--- config.mk ---
export PLATFORM = sky130hd
export DESIGN_NAME = dial_mask_scale_center_scan
export DESIGN_NICKNAME = d
export VERILOG_FILES = /design/src/hw/rtl/dmscs_pkg.sv /design/src/hw/rtl/dial_mask_scale_center_scan.sv
export SDC_FILE = /design/constraint.sdc
export NUM_CORES = 1
export LEC_CHECK = 0
export BUFFER_PORTS_ARGS = -buffer_cell sky130_fd_sc_hd__clkbuf_2
export CORE_UTILIZATION = 61
export CTS_CLUSTER_DIAMETER = 150
export CTS_CLUSTER_SIZE = 16
export DETAILED_ROUTE_END_ITERATION = 16
export PLACE_DENSITY_LB_ADDON = 0.15
export SLEW_MARGIN = 10
export SYNTH_ARGS = -nofsm -noshare
export SYNTH_HDL_FRONTEND = slang
export SYNTH_SLANG_ARGS = --single-unit
--- constraint.sdc ---
create_clock -name clk -period 8.4 [get_ports clk]
set_clock_uncertainty 0.05 [all_clocks]
set_input_delay 0.42 -clock clk [delete_from_list [all_inputs] [get_ports clk]]
set_output_delay 0.42 -clock clk [all_outputs]
set_load 0.01 [all_outputs]
--- src/hw/rtl/dmscs_pkg.sv ---
// Package for the dial mask scale/center scanner.
// Field widths, register indexes and reset constants; no dependencies.
`timescale 1ns / 1ps

package dmscs_pkg;

    localparam int COORD_W   = 12;   // width of every output coordinate
    localparam int PIX_W     = 8;
    localparam int CFG_W     = 13;   // widest configuration register
    localparam int CFG_IDX_W = 1;

    localparam int MAX_COLS_DEF = 4096;
    localparam int MAX_ROWS_DEF = 4096;

    localparam int WIDTH_RST  = 640;
    localparam int HEIGHT_RST = 480;

    localparam logic [PIX_W-1:0] SCALE_MARK = 8'd255;

    localparam logic [CFG_IDX_W-1:0] REG_FRAME_WIDTH  = 1'b0;
    localparam logic [CFG_IDX_W-1:0] REG_FRAME_HEIGHT = 1'b1;

endpackage

--- src/hw/rtl/dial_mask_scale_center_scan.sv ---
// Dial mask scale/center scanner: counts raster position and tracks scale
// endpoints and the widest nonzero span. Depends on dmscs_pkg.
// The result is in the output register in the cycle after the frame's
// last pixel request is accepted.
// Throughput: one pixel per cycle; all per-pixel work is one state update.
//   Input stalls only when a finished result is still waiting and the next
//   pixel would close another frame.
// Reset: frame_width 640, frame_height 480, scan state set to the start of a frame, no result.
`timescale 1ns / 1ps

module dial_mask_scale_center_scan #(
    parameter int MAX_COLS = dmscs_pkg::MAX_COLS_DEF,
    parameter int MAX_ROWS = dmscs_pkg::MAX_ROWS_DEF
) (
    input  logic                                  clk,
    input  logic                                  rst_n,
    // configuration write port
    input  logic                                  cfg_we,
    input  logic [dmscs_pkg::CFG_IDX_W-1:0]       cfg_index,
    input  logic [dmscs_pkg::CFG_W-1:0]           cfg_data,
    // pixel channel
    input  logic                                  in_valid,
    output logic                                  in_stall,
    input  logic [dmscs_pkg::PIX_W-1:0]           pixel,
    // result channel
    output logic                                  out_valid,
    input  logic                                  out_stall,
    output logic [dmscs_pkg::COORD_W-1:0]         begin_x,
    output logic [dmscs_pkg::COORD_W-1:0]         begin_y,
    output logic [dmscs_pkg::COORD_W-1:0]         end_x,
    output logic [dmscs_pkg::COORD_W-1:0]         end_y,
    output logic                                  scale_ok,
    output logic [dmscs_pkg::COORD_W-1:0]         center_x,
    output logic [dmscs_pkg::COORD_W-1:0]         center_y,
    output logic                                  center_ok
);

    // column / row counter widths
    localparam int CW = $clog2(MAX_COLS);
    localparam int RW = (MAX_ROWS > 1) ? $clog2(MAX_ROWS) : 1;
    // coordinate math widths: at least the output width, so the final
    // truncation to 12 bits always has bits to select
    localparam int XW = (CW > dmscs_pkg::COORD_W) ? CW : dmscs_pkg::COORD_W;
    localparam int YW = (RW > dmscs_pkg::COORD_W) ? RW : dmscs_pkg::COORD_W;

    // reset geometry, clipped to the parameter range
    localparam int W_RST = (dmscs_pkg::WIDTH_RST > MAX_COLS) ? MAX_COLS
                                                             : dmscs_pkg::WIDTH_RST;
    localparam int H_RST = (dmscs_pkg::HEIGHT_RST > MAX_ROWS) ? MAX_ROWS
                                                              : dmscs_pkg::HEIGHT_RST;
    localparam logic [CW-1:0] LAST_COL_RST = CW'(W_RST - 1);
    localparam logic [CW-1:0] HALF_RST     = CW'(W_RST / 2);
    localparam logic [RW-1:0] LAST_ROW_RST = RW'(H_RST - 1);

    // ---------------------------------------------------------------
    // Geometry registers: stored pre-decoded as last column, half
    // width and last row index so the per-pixel path only compares.
    // ---------------------------------------------------------------
    logic [CW-1:0] last_col_reg, last_col_next;
    logic [CW-1:0] half_reg,     half_next;
    logic [RW-1:0] last_row_reg, last_row_next;

    logic [31:0]   cfg_val;
    logic [31:0]   w_sat;
    logic [31:0]   h_sat;
    logic [31:0]   w_dec;
    logic [31:0]   h_dec;

    always_comb
    begin
        cfg_val = {{(32 - dmscs_pkg::CFG_W){1'b0}}, cfg_data};
        // saturate width to [2, MAX_COLS], height to [1, MAX_ROWS]
        if (cfg_val < 32'd2)
            w_sat = 32'd2;
        else if (cfg_val > 32'(MAX_COLS))
            w_sat = 32'(MAX_COLS);
        else
            w_sat = cfg_val;
        if (cfg_val < 32'd1)
            h_sat = 32'd1;
        else if (cfg_val > 32'(MAX_ROWS))
            h_sat = 32'(MAX_ROWS);
        else
            h_sat = cfg_val;
        w_dec = w_sat - 32'd1;
        h_dec = h_sat - 32'd1;

        last_col_next = last_col_reg;
        half_next     = half_reg;
        last_row_next = last_row_reg;
        if (cfg_we)
        begin
            case (cfg_index)
                dmscs_pkg::REG_FRAME_WIDTH:
                begin
                    last_col_next = w_dec[CW-1:0];
                    half_next     = w_sat[CW:1];
                end
                dmscs_pkg::REG_FRAME_HEIGHT:
                begin
                    last_row_next = h_dec[RW-1:0];
                end
                default:
                begin
                    last_col_next = last_col_reg;
                end
            endcase
        end
    end

    always_ff @(posedge clk or negedge rst_n)
    begin
        if (!rst_n)
        begin
            last_col_reg <= LAST_COL_RST;
            half_reg     <= HALF_RST;
            last_row_reg <= LAST_ROW_RST;
        end
        else
        begin
            last_col_reg <= last_col_next;
            half_reg     <= half_next;
            last_row_reg <= last_row_next;
        end
    end

    // ---------------------------------------------------------------
    // Scan state
    // ---------------------------------------------------------------
    logic [CW-1:0] col_reg,        col_next;
    logic [RW-1:0] row_reg,        row_next;
    logic [CW-1:0] begin_col_reg,  begin_col_next;
    logic [RW-1:0] begin_row_reg,  begin_row_next;
    logic          begin_fnd_reg,  begin_fnd_next;
    logic [CW-1:0] end_col_reg,    end_col_next;
    logic [RW-1:0] end_row_reg,    end_row_next;
    logic          end_fnd_reg,    end_fnd_next;
    logic          frozen_reg,     frozen_next;
    logic [CW-1:0] row_first_reg,  row_first_next;
    logic [CW-1:0] row_last_reg,   row_last_next;
    logic          row_has_reg,    row_has_next;
    logic [CW-1:0] best_span_reg,  best_span_next;
    logic [RW-1:0] best_top_reg,   best_top_next;
    logic [RW-1:0] best_frst_reg,  best_frst_next;
    logic [CW-1:0] best_left_reg,  best_left_next;
    logic [CW-1:0] best_right_reg, best_right_next;

    logic          accept;
    logic          row_end;
    logic          frame_end;
    logic          restart;
    logic          nz;
    logic          mark;
    logic [CW-1:0] first_eff;
    logic [CW-1:0] last_eff;
    logic          has_eff;
    logic [CW-1:0] span;

    logic          out_valid_reg;

    // A pixel closing the frame would overwrite a result that is still
    // held; only then is the pixel request stalled.
    assign row_end   = (col_reg >= last_col_reg);
    assign frame_end = row_end && (row_reg == '0);
    assign in_stall  = out_valid_reg && out_stall && frame_end;
    assign accept    = in_valid && !in_stall;
    // new frame after the result or after any register write
    assign restart   = (accept && frame_end) || cfg_we;

    assign nz        = (pixel != '0);
    assign mark      = (pixel == dmscs_pkg::SCALE_MARK);
    // row span including the current pixel
    assign first_eff = row_has_reg ? row_first_reg : col_reg;
    assign last_eff  = nz ? col_reg : row_last_reg;
    assign has_eff   = row_has_reg || nz;
    assign span      = last_eff - first_eff;

    always_comb
    begin
        col_next        = col_reg;
        row_next        = row_reg;
        begin_col_next  = begin_col_reg;
        begin_row_next  = begin_row_reg;
        begin_fnd_next  = begin_fnd_reg;
        end_col_next    = end_col_reg;
        end_row_next    = end_row_reg;
        end_fnd_next    = end_fnd_reg;
        frozen_next     = frozen_reg;
        row_first_next  = row_first_reg;
        row_last_next   = row_last_reg;
        row_has_next    = row_has_reg;
        best_span_next  = best_span_reg;
        best_top_next   = best_top_reg;
        best_frst_next  = best_frst_reg;
        best_left_next  = best_left_reg;
        best_right_next = best_right_reg;

        if (accept)
        begin
            // scale endpoints: first 255 in each half, until frozen
            if (!frozen_reg && mark)
            begin
                if (col_reg < half_reg)
                begin
                    if (!begin_fnd_reg)
                    begin
                        begin_fnd_next = 1'b1;
                        begin_col_next = col_reg;
                        begin_row_next = row_reg;
                    end
                end
                else if (!end_fnd_reg)
                begin
                    end_fnd_next = 1'b1;
                    end_col_next = col_reg;
                    end_row_next = row_reg;
                end
            end

            if (nz)
            begin
                row_has_next  = 1'b1;
                row_first_next = first_eff;
                row_last_next  = col_reg;
            end

            if (!row_end)
            begin
                col_next = col_reg + 1'b1;
            end
            else
            begin
                if (begin_fnd_next && end_fnd_next)
                    frozen_next = 1'b1;
                // widest span; ties move the bottom-most row marker
                if (has_eff && (span != '0) && (span >= best_span_reg))
                begin
                    if (span > best_span_reg)
                        best_frst_next = row_reg;
                    best_top_next   = row_reg;
                    best_span_next  = span;
                    best_left_next  = first_eff;
                    best_right_next = last_eff;
                end
                row_has_next   = 1'b0;
                row_first_next = '0;
                row_last_next  = '0;
                col_next       = '0;
                row_next       = row_reg - 1'b1;
            end
        end
    end

    // the _next values stay pre-restart so the result can be built from them
    always_ff @(posedge clk or negedge rst_n)
    begin
        if (!rst_n)
        begin
            col_reg        <= '0;
            row_reg        <= LAST_ROW_RST;
            begin_col_reg  <= '0;
            begin_row_reg  <= '0;
            begin_fnd_reg  <= 1'b0;
            end_col_reg    <= '0;
            end_row_reg    <= '0;
            end_fnd_reg    <= 1'b0;
            frozen_reg     <= 1'b0;
            row_first_reg  <= '0;
            row_last_reg   <= '0;
            row_has_reg    <= 1'b0;
            best_span_reg  <= '0;
            best_top_reg   <= '0;
            best_frst_reg  <= '0;
            best_left_reg  <= '0;
            best_right_reg <= '0;
        end
        else if (restart)
        begin
            col_reg        <= '0;
            row_reg        <= last_row_next;
            begin_col_reg  <= '0;
            begin_row_reg  <= '0;
            begin_fnd_reg  <= 1'b0;
            end_col_reg    <= '0;
            end_row_reg    <= '0;
            end_fnd_reg    <= 1'b0;
            frozen_reg     <= 1'b0;
            row_first_reg  <= '0;
            row_last_reg   <= '0;
            row_has_reg    <= 1'b0;
            best_span_reg  <= '0;
            best_top_reg   <= '0;
            best_frst_reg  <= '0;
            best_left_reg  <= '0;
            best_right_reg <= '0;
        end
        else
        begin
            col_reg        <= col_next;
            row_reg        <= row_next;
            begin_col_reg  <= begin_col_next;
            begin_row_reg  <= begin_row_next;
            begin_fnd_reg  <= begin_fnd_next;
            end_col_reg    <= end_col_next;
            end_row_reg    <= end_row_next;
            end_fnd_reg    <= end_fnd_next;
            frozen_reg     <= frozen_next;
            row_first_reg  <= row_first_next;
            row_last_reg   <= row_last_next;
            row_has_reg    <= row_has_next;
            best_span_reg  <= best_span_next;
            best_top_reg   <= best_top_next;
            best_frst_reg  <= best_frst_next;
            best_left_reg  <= best_left_next;
            best_right_reg <= best_right_next;
        end
    end

    // ---------------------------------------------------------------
    // Result: built from the updated (pre-restart) state on the
    // frame's last pixel. Midpoints are floor sums shifted by one.
    // ---------------------------------------------------------------
    logic          res_fire;
    logic          sok;
    logic          cok;
    logic [XW-1:0] bx_ext;
    logic [YW-1:0] by_ext;
    logic [XW-1:0] ex_ext;
    logic [YW-1:0] ey_ext;
    logic [XW:0]   cx_sum;
    logic [YW:0]   cy_sum;

    assign res_fire = accept && frame_end;
    assign sok      = begin_fnd_next && end_fnd_next;
    assign cok      = (best_span_next != '0);
    assign bx_ext   = XW'(begin_col_next);
    assign by_ext   = YW'(begin_row_next);
    assign ex_ext   = XW'(end_col_next);
    assign ey_ext   = YW'(end_row_next);
    assign cx_sum   = (XW + 1)'(best_left_next) + (XW + 1)'(best_right_next);
    assign cy_sum   = (YW + 1)'(best_top_next) + (YW + 1)'(best_frst_next);

    logic [dmscs_pkg::COORD_W-1:0] begin_x_reg, begin_y_reg, end_x_reg, end_y_reg;
    logic [dmscs_pkg::COORD_W-1:0] center_x_reg, center_y_reg;
    logic                          scale_ok_reg, center_ok_reg;

    always_ff @(posedge clk or negedge rst_n)
    begin
        if (!rst_n)
            out_valid_reg <= 1'b0;
        else if (res_fire)
            out_valid_reg <= 1'b1;
        else if (!out_stall)
            out_valid_reg <= 1'b0;
    end

    // payload: no reset needed
    always_ff @(posedge clk)
    begin
        if (res_fire)
        begin
            begin_x_reg   <= sok ? bx_ext[dmscs_pkg::COORD_W-1:0] : '0;
            begin_y_reg   <= sok ? by_ext[dmscs_pkg::COORD_W-1:0] : '0;
            end_x_reg     <= sok ? ex_ext[dmscs_pkg::COORD_W-1:0] : '0;
            end_y_reg     <= sok ? ey_ext[dmscs_pkg::COORD_W-1:0] : '0;
            scale_ok_reg  <= sok;
            center_x_reg  <= cok ? cx_sum[dmscs_pkg::COORD_W:1] : '0;
            center_y_reg  <= cok ? cy_sum[dmscs_pkg::COORD_W:1] : '0;
            center_ok_reg <= cok;
        end
    end

    assign out_valid = out_valid_reg;
    assign begin_x   = begin_x_reg;
    assign begin_y   = begin_y_reg;
    assign end_x     = end_x_reg;
    assign end_y     = end_y_reg;
    assign scale_ok  = scale_ok_reg;
    assign center_x  = center_x_reg;
    assign center_y  = center_y_reg;
    assign center_ok = center_ok_reg;

endmodule
Word-level counts from Yosys, hierarchy flattened
Cells that the tools add are included.

ROM bits: 0. RAM bits: 0. Bits in latches: 0. Output and inout bits: 76. Input port bits: 27. Flip-flop bits (word level): 271. Memories: 0.

Div/mod/pow operators: 0. Multiplexer cells: 81. Add/sub/neg operators: 7. Reductions and logical operators: 26. Multiply operators: 0. Equal/unequal tests: 2. Bitwise operators: 1. Order comparisons: 7. Shift operators: 0.

Operators by type and width (count): two-way mux 12 bit (59); subtractor 12 x 1 -> 12 bit, second input constant (3); adder 12 x 12 -> 13 bit (2); two-way mux 13 bit (2); >= comparator 12 bit (2); nonzero test 12 bit (2); two-way mux 1 bit (20); greater-than comparator 13 bit, second input constant (1); less-than comparator 13 x 1 -> 1 bit, second input constant (1); less-than comparator 13 x 2 -> 1 bit, second input constant (1); adder 12 x 1 -> 12 bit, second input constant (1); greater-than comparator 12 bit (1); zero test 12 bit (1); less-than comparator 12 bit (1); subtractor 12 bit (1); logical AND 1 bit (10); equality test 8 bit, second input constant (1); nonzero test 8 bit (1); AND reduction 2 bit (3); nonzero test 2 bit (3); AND reduction 3 bit (1); nonzero test 3 bit (1); zero test 1 bit (2); logical OR 1 bit (2); other kinds (2) (2).

Logic depth before layout (Yosys ltp)
Depth in word-level cells: 11. Depth in mapped cells: 37. Gate-level depth less buffers: 33.

Worst setup path after synthesis
No wires, ideal clock.

Path kind: input to register. Start point: in pixel[0] (netlist name). End point: reg center_y_reg, in the netlist center_y[9] (data pin). Setup slack: 0.778 ns. Stages on the path: 27. Data required time: 8.079 ns. Data arrival time: 7.301 ns. Cell sequence: nor4_1 > nand2_1 > mux2i_1 > ha_1 > inv_1 > fa_1 > a21o_1 > a221o_1 > and4b_1 > or3_4 > ha_1 > and4_1 > nand2_1 > or3_1 > and4b_1 > a311oi_1 > nand2_1 > nor3_1 > clkbuf_1 > mux2_2 > ha_1 > a21o_1 > or3_1 > a41oi_2 > nor3_1 > a2111oi_0 > nor4_1.

Longest elaborated chain between the ends: 10. Elaborated cells between the ends (all ways): 21.

Ends and longest elaborated chain: from (decl) (RTL line dial_mask_scale_center_scan.sv:24) `input logic [dmscs_pkg::PIX_W-1:0] pixel,`; nonzero test 8 bit (*) (RTL line dial_mask_scale_center_scan.sv:170) `assign nz = (pixel != '0);`; parallel branches: the longest is 9 deep, another holds adder 12 x 12 -> 13 bit; to (signal assigned) (RTL line dial_mask_scale_center_scan.sv:368) `center_y_reg <= cok ? cy_sum[dmscs_pkg::COORD_W:1] : '0;`; to (decl) (RTL line dial_mask_scale_center_scan.sv:344) `logic [dmscs_pkg::COORD_W-1:0] center_x_reg, center_y_reg;`.

Every way passes the cells marked *. A chain may end at the register's enable or synchronous reset.

Worst setup path after layout
Start point: reg row_has_reg. End point: reg center_y_reg, in the netlist center_y[10] (data pin).

Longest elaborated chain between the ends: 9. Elaborated cells between the ends (all ways): 20.

Ends and longest elaborated chain: from (decl) (RTL line dial_mask_scale_center_scan.sv:141) `logic row_has_reg, row_has_next;`; from (signal assigned) (RTL line dial_mask_scale_center_scan.sv:310) `row_has_reg <= row_has_next;`; parallel branches: the longest is 9 deep, another holds adder 12 x 12 -> 13 bit.

Parallel ways; which one is timed is not known.

==> results.yml <==
finish:
  instances_no_fill: 1894
  nets: 1660
  fin_area_um2: 15930
  drive_gt1_share_pct: 14.41
  num_antenna_cells: 0
  syn_to_final_growth_pct: 9.862
  final_util_pct: 68.08
timing:
  worst_pin_slew_ns: 1.025
  finalCritPeriodShare_pct: 90.60
  slew_headroom_pct: 31.68
  grt_setup_unrepaired: "no"
  setup_viol: 0
  period_needed_ns: 7.610
  fmax_mhz: 131.4
  slew_violations: 0
  hold_violations: 0
  finalSetupTns_ns: 0
synth:
  synth_cell_types: 77
  ys_ff_latch: 271
  syn_nets: 1590
  netlist_top_cells_area: "dfrtp_1, edfxtp_1, ha_1"
  ys_seq_area_share_pct: 49.54
  postSynthAreaPerCell_um2: 9.726
  yosysWarnings: 0
  netlist_instances: 1491
  synth_enable_flop_cells: 74
  ys.flop_type: "dfrtp_1"
  ys_async_sr_fraction_pct: 72.69
  syn_area_um2: 14500
  yosys.area.top_type_share_pct: 29.51
  synth_top_area_cell: "dfrtp_1"
flow_run:
  drv_cap: 0
cts:
  clock_path_buffers: 3
  path_clk_slew_ns: 0.08
  cts_sinks: 271
  numCtsBuffers: 20
  cts_root_buffer: "clkbuf_16"
  insertion_delay_ns: 0.51
  htreeDepth: 1
  cts_setup_buffers: 0
  cts_tree: "yes"
global_routing:
  first_global_vias: 10740
  track_usage_pct: 29.44
  grt_max_degree: 100
  antenna_found_initial: 0
  grt_pass1_wl_um: 56120
  gr-total-overflow: 0
floorplanning:
  die_w_um: 156.2
  num_rows: 56
  io_pins: 103
  die_area_um2: 24390
  start_util_pct: 61.97
  core_um2: 23400
  dieHeight_um: 156.2
worst_setup_path:
  cp_slowest_cell: "nor3_2"
  end_kind: "flip-flop"
  cp_data_required_time_ns: 8.60
  crit_path_start: "row_has_reg$_DFFE_PN0P_"
  cpMostUsedCell: "ha_1"
  crit_fanout: 7
  arrival_ns: 7.81
  cpPeakStageDelay_ns: 0.49
  critical_path_class: "reg -> reg"
  crit-reg2reg-launch: "row_has_reg$_DFFE_PN0P_"
  startpoint_type: "flip-flop"
hold_path:
  min-delay-start: "cfg_data[8]"
  hold_class: "in -> reg"
pwr:
  seq_power_share_pct: 53.8
  p_switching_mw: 0.7169
  irDropWorstVdd_mv: 0.1509
  p_comb_share_pct: 12.4
  clock_power_share_pct: 33.7
  powerDensity_nw_per_um2: 170.5
  intPower_mw: 2.000
  p_leak_nw: 7.124
  p_sw_share_pct: 26.39
placement:
  dp_cells: 1857
  place_area_um2: 15340
  port_buffers: 102
  dp_hpwl_um: 24270
  globalplace.congestion: 0.9449
routing:
  antenna_left: 0
  post-route-drc-count: 0
  finalWirelength_um: 34500
  vias: 11180
  vias_per_cell: 5.902
  first_pass_iters: 6
  wl_per_cell_um: 18.22
  first_iter_violations: 750
status:
  status: "complete, no violations"
[cell usage in the layout, fill, tap and decap left out, types with 21 or more instances in the layout]
cell type	n
a21o_1	22
a21oi_1	67
a22o_1	30
and2_1	38
buf_4	33
clkbuf_16	21
clkbuf_2	101
dfrtp_1	171
dfstp_2	26
edfxtp_1	74
ha_1	69
inv_1	72
mux2i_1	47
nand2_1	165
nand3_1	47
nor2_1	164
o21ai_0	129
[repair_timing]
action / CTS / global route
hold buffers: 1 / 0
hold endpoints to repair: 76 / 0
endpoints found under the setup margin: 0 / 2
gates resized for setup: 0 / 1
[final timing paths]
path | cells after the start | to | slack (ns)
max reg2reg | 29 | center_y[10]$_SDFFCE_PN0P_ | 0.79
min reg2reg | 2 | last_col_reg[5]$_DFFE_PN1P_ | 0.41
max in group asynchronous | 4 | best_top_reg[4]$_DFF_PN0_ | 5.87
min | 3 | last_col_reg[8]$_DFFE_PN0P_ | 0.19
max | 29 | center_y[10]$_SDFFCE_PN0P_ | 0.79
min in group asynchronous | 2 | begin_col_reg[6]$_DFF_PN0_ | 0.43
[through the flow]
step | setup WS (ns) | hold WS [ns] | power [mW]
after detailed placement | 0.3780 | 0.4047 | 1.822
after global placement | 0.6202 | 0.3928 | 1.813
after floorplan | 0.7778 | 0.07441 | 1.693
after CTS | 0.6627 | 0.1865 | 2.728
after global routing | 0.1522 | 0.2042 | 2.826
final | 0.7899 | 0.1897 | 2.717
[layout make-up]
type | count | area [µm²]
Clock buffer | 36 | 581.8
Fill cell | 1889 | 7471
Inverter | 72 | 270.3
Multi-Input combinational cell | 1060 | 6719
Sequential cell | 271 | 7184
Tap cell | 319 | 399.1
Timing Repair Buffer | 136 | 777.0
[per-layer routing]
layer / up-vias / share of wire [%] / GRT usage (%)
met5: - / 0 / 0
met4: 0 / 3.0 / 9.244
met3: 68 / 5.3 / 3.083
met2: 349 / 48 / 49.70
met1: 5388 / 44 / 40.02
li1: 5373 / - / -
[synthesized netlist by cell type, drive strengths merged, types with 4 or more instances]
library cell / count
edfxtp: 74
o22ai: 7
and3: 13
a21o: 22
nand4: 9
o31ai: 9
inv: 72
o31a: 4
nor4: 13
nor2b: 9
a31oi: 7
a22o: 30
xnor2: 20
dfstp: 26
nor2: 167
o21a: 7
or3: 11
ha: 69
buf: 22
and2: 38
mux2i: 48
o211a: 4
mux2: 18
or2: 4
clkbuf: 66
o211ai: 4
nand3b: 9
nor3: 22
dfrtp: 171
a21oi: 68
o21ai: 139
nand2: 166
nand3: 47
a22oi: 5
nand2b: 16
xor2: 16
nor3b: 4
a211oi: 12
[kinds of logic after synthesis]
| logic type | count (synthesis) | synth area share, % |
|---|---|---|
| XOR/XNOR | 36 | 2.174 |
| multiplexers | 66 | 4.737 |
| adder cells (fa/ha/maj) | 75 | 6.575 |
| AO/OA/AOI/OAI | 343 | 15.02 |
| flip-flops | 271 | 49.54 |
| buffers and inverters | 160 | 4.366 |
| AND/OR/NAND/NOR | 540 | 17.58 |
[critical path, delay by kind of cell, from the launching register on]
family,cells,cell delay [ns]
muxes,2,0.43
adders and majority gates,4,1.14
DFF,1,0.46
AOI/OAI and AO/OA,11,2.65
buffers and inverters,3,0.38
and+or+nand+nor,9,2.23
[power groups by stage]
stage	clock, mW	combinational [mW]	sequential, mW
2_1_floorplan	0	0.248	1.44
3_3_place_gp	0	0.327	1.49
5_1_grt	0.979	0.379	1.47
4_1_cts	0.931	0.337	1.46
6_report	0.916	0.338	1.46
3_5_place_dp	0	0.334	1.49
Power figures use the tool's default switching activity.
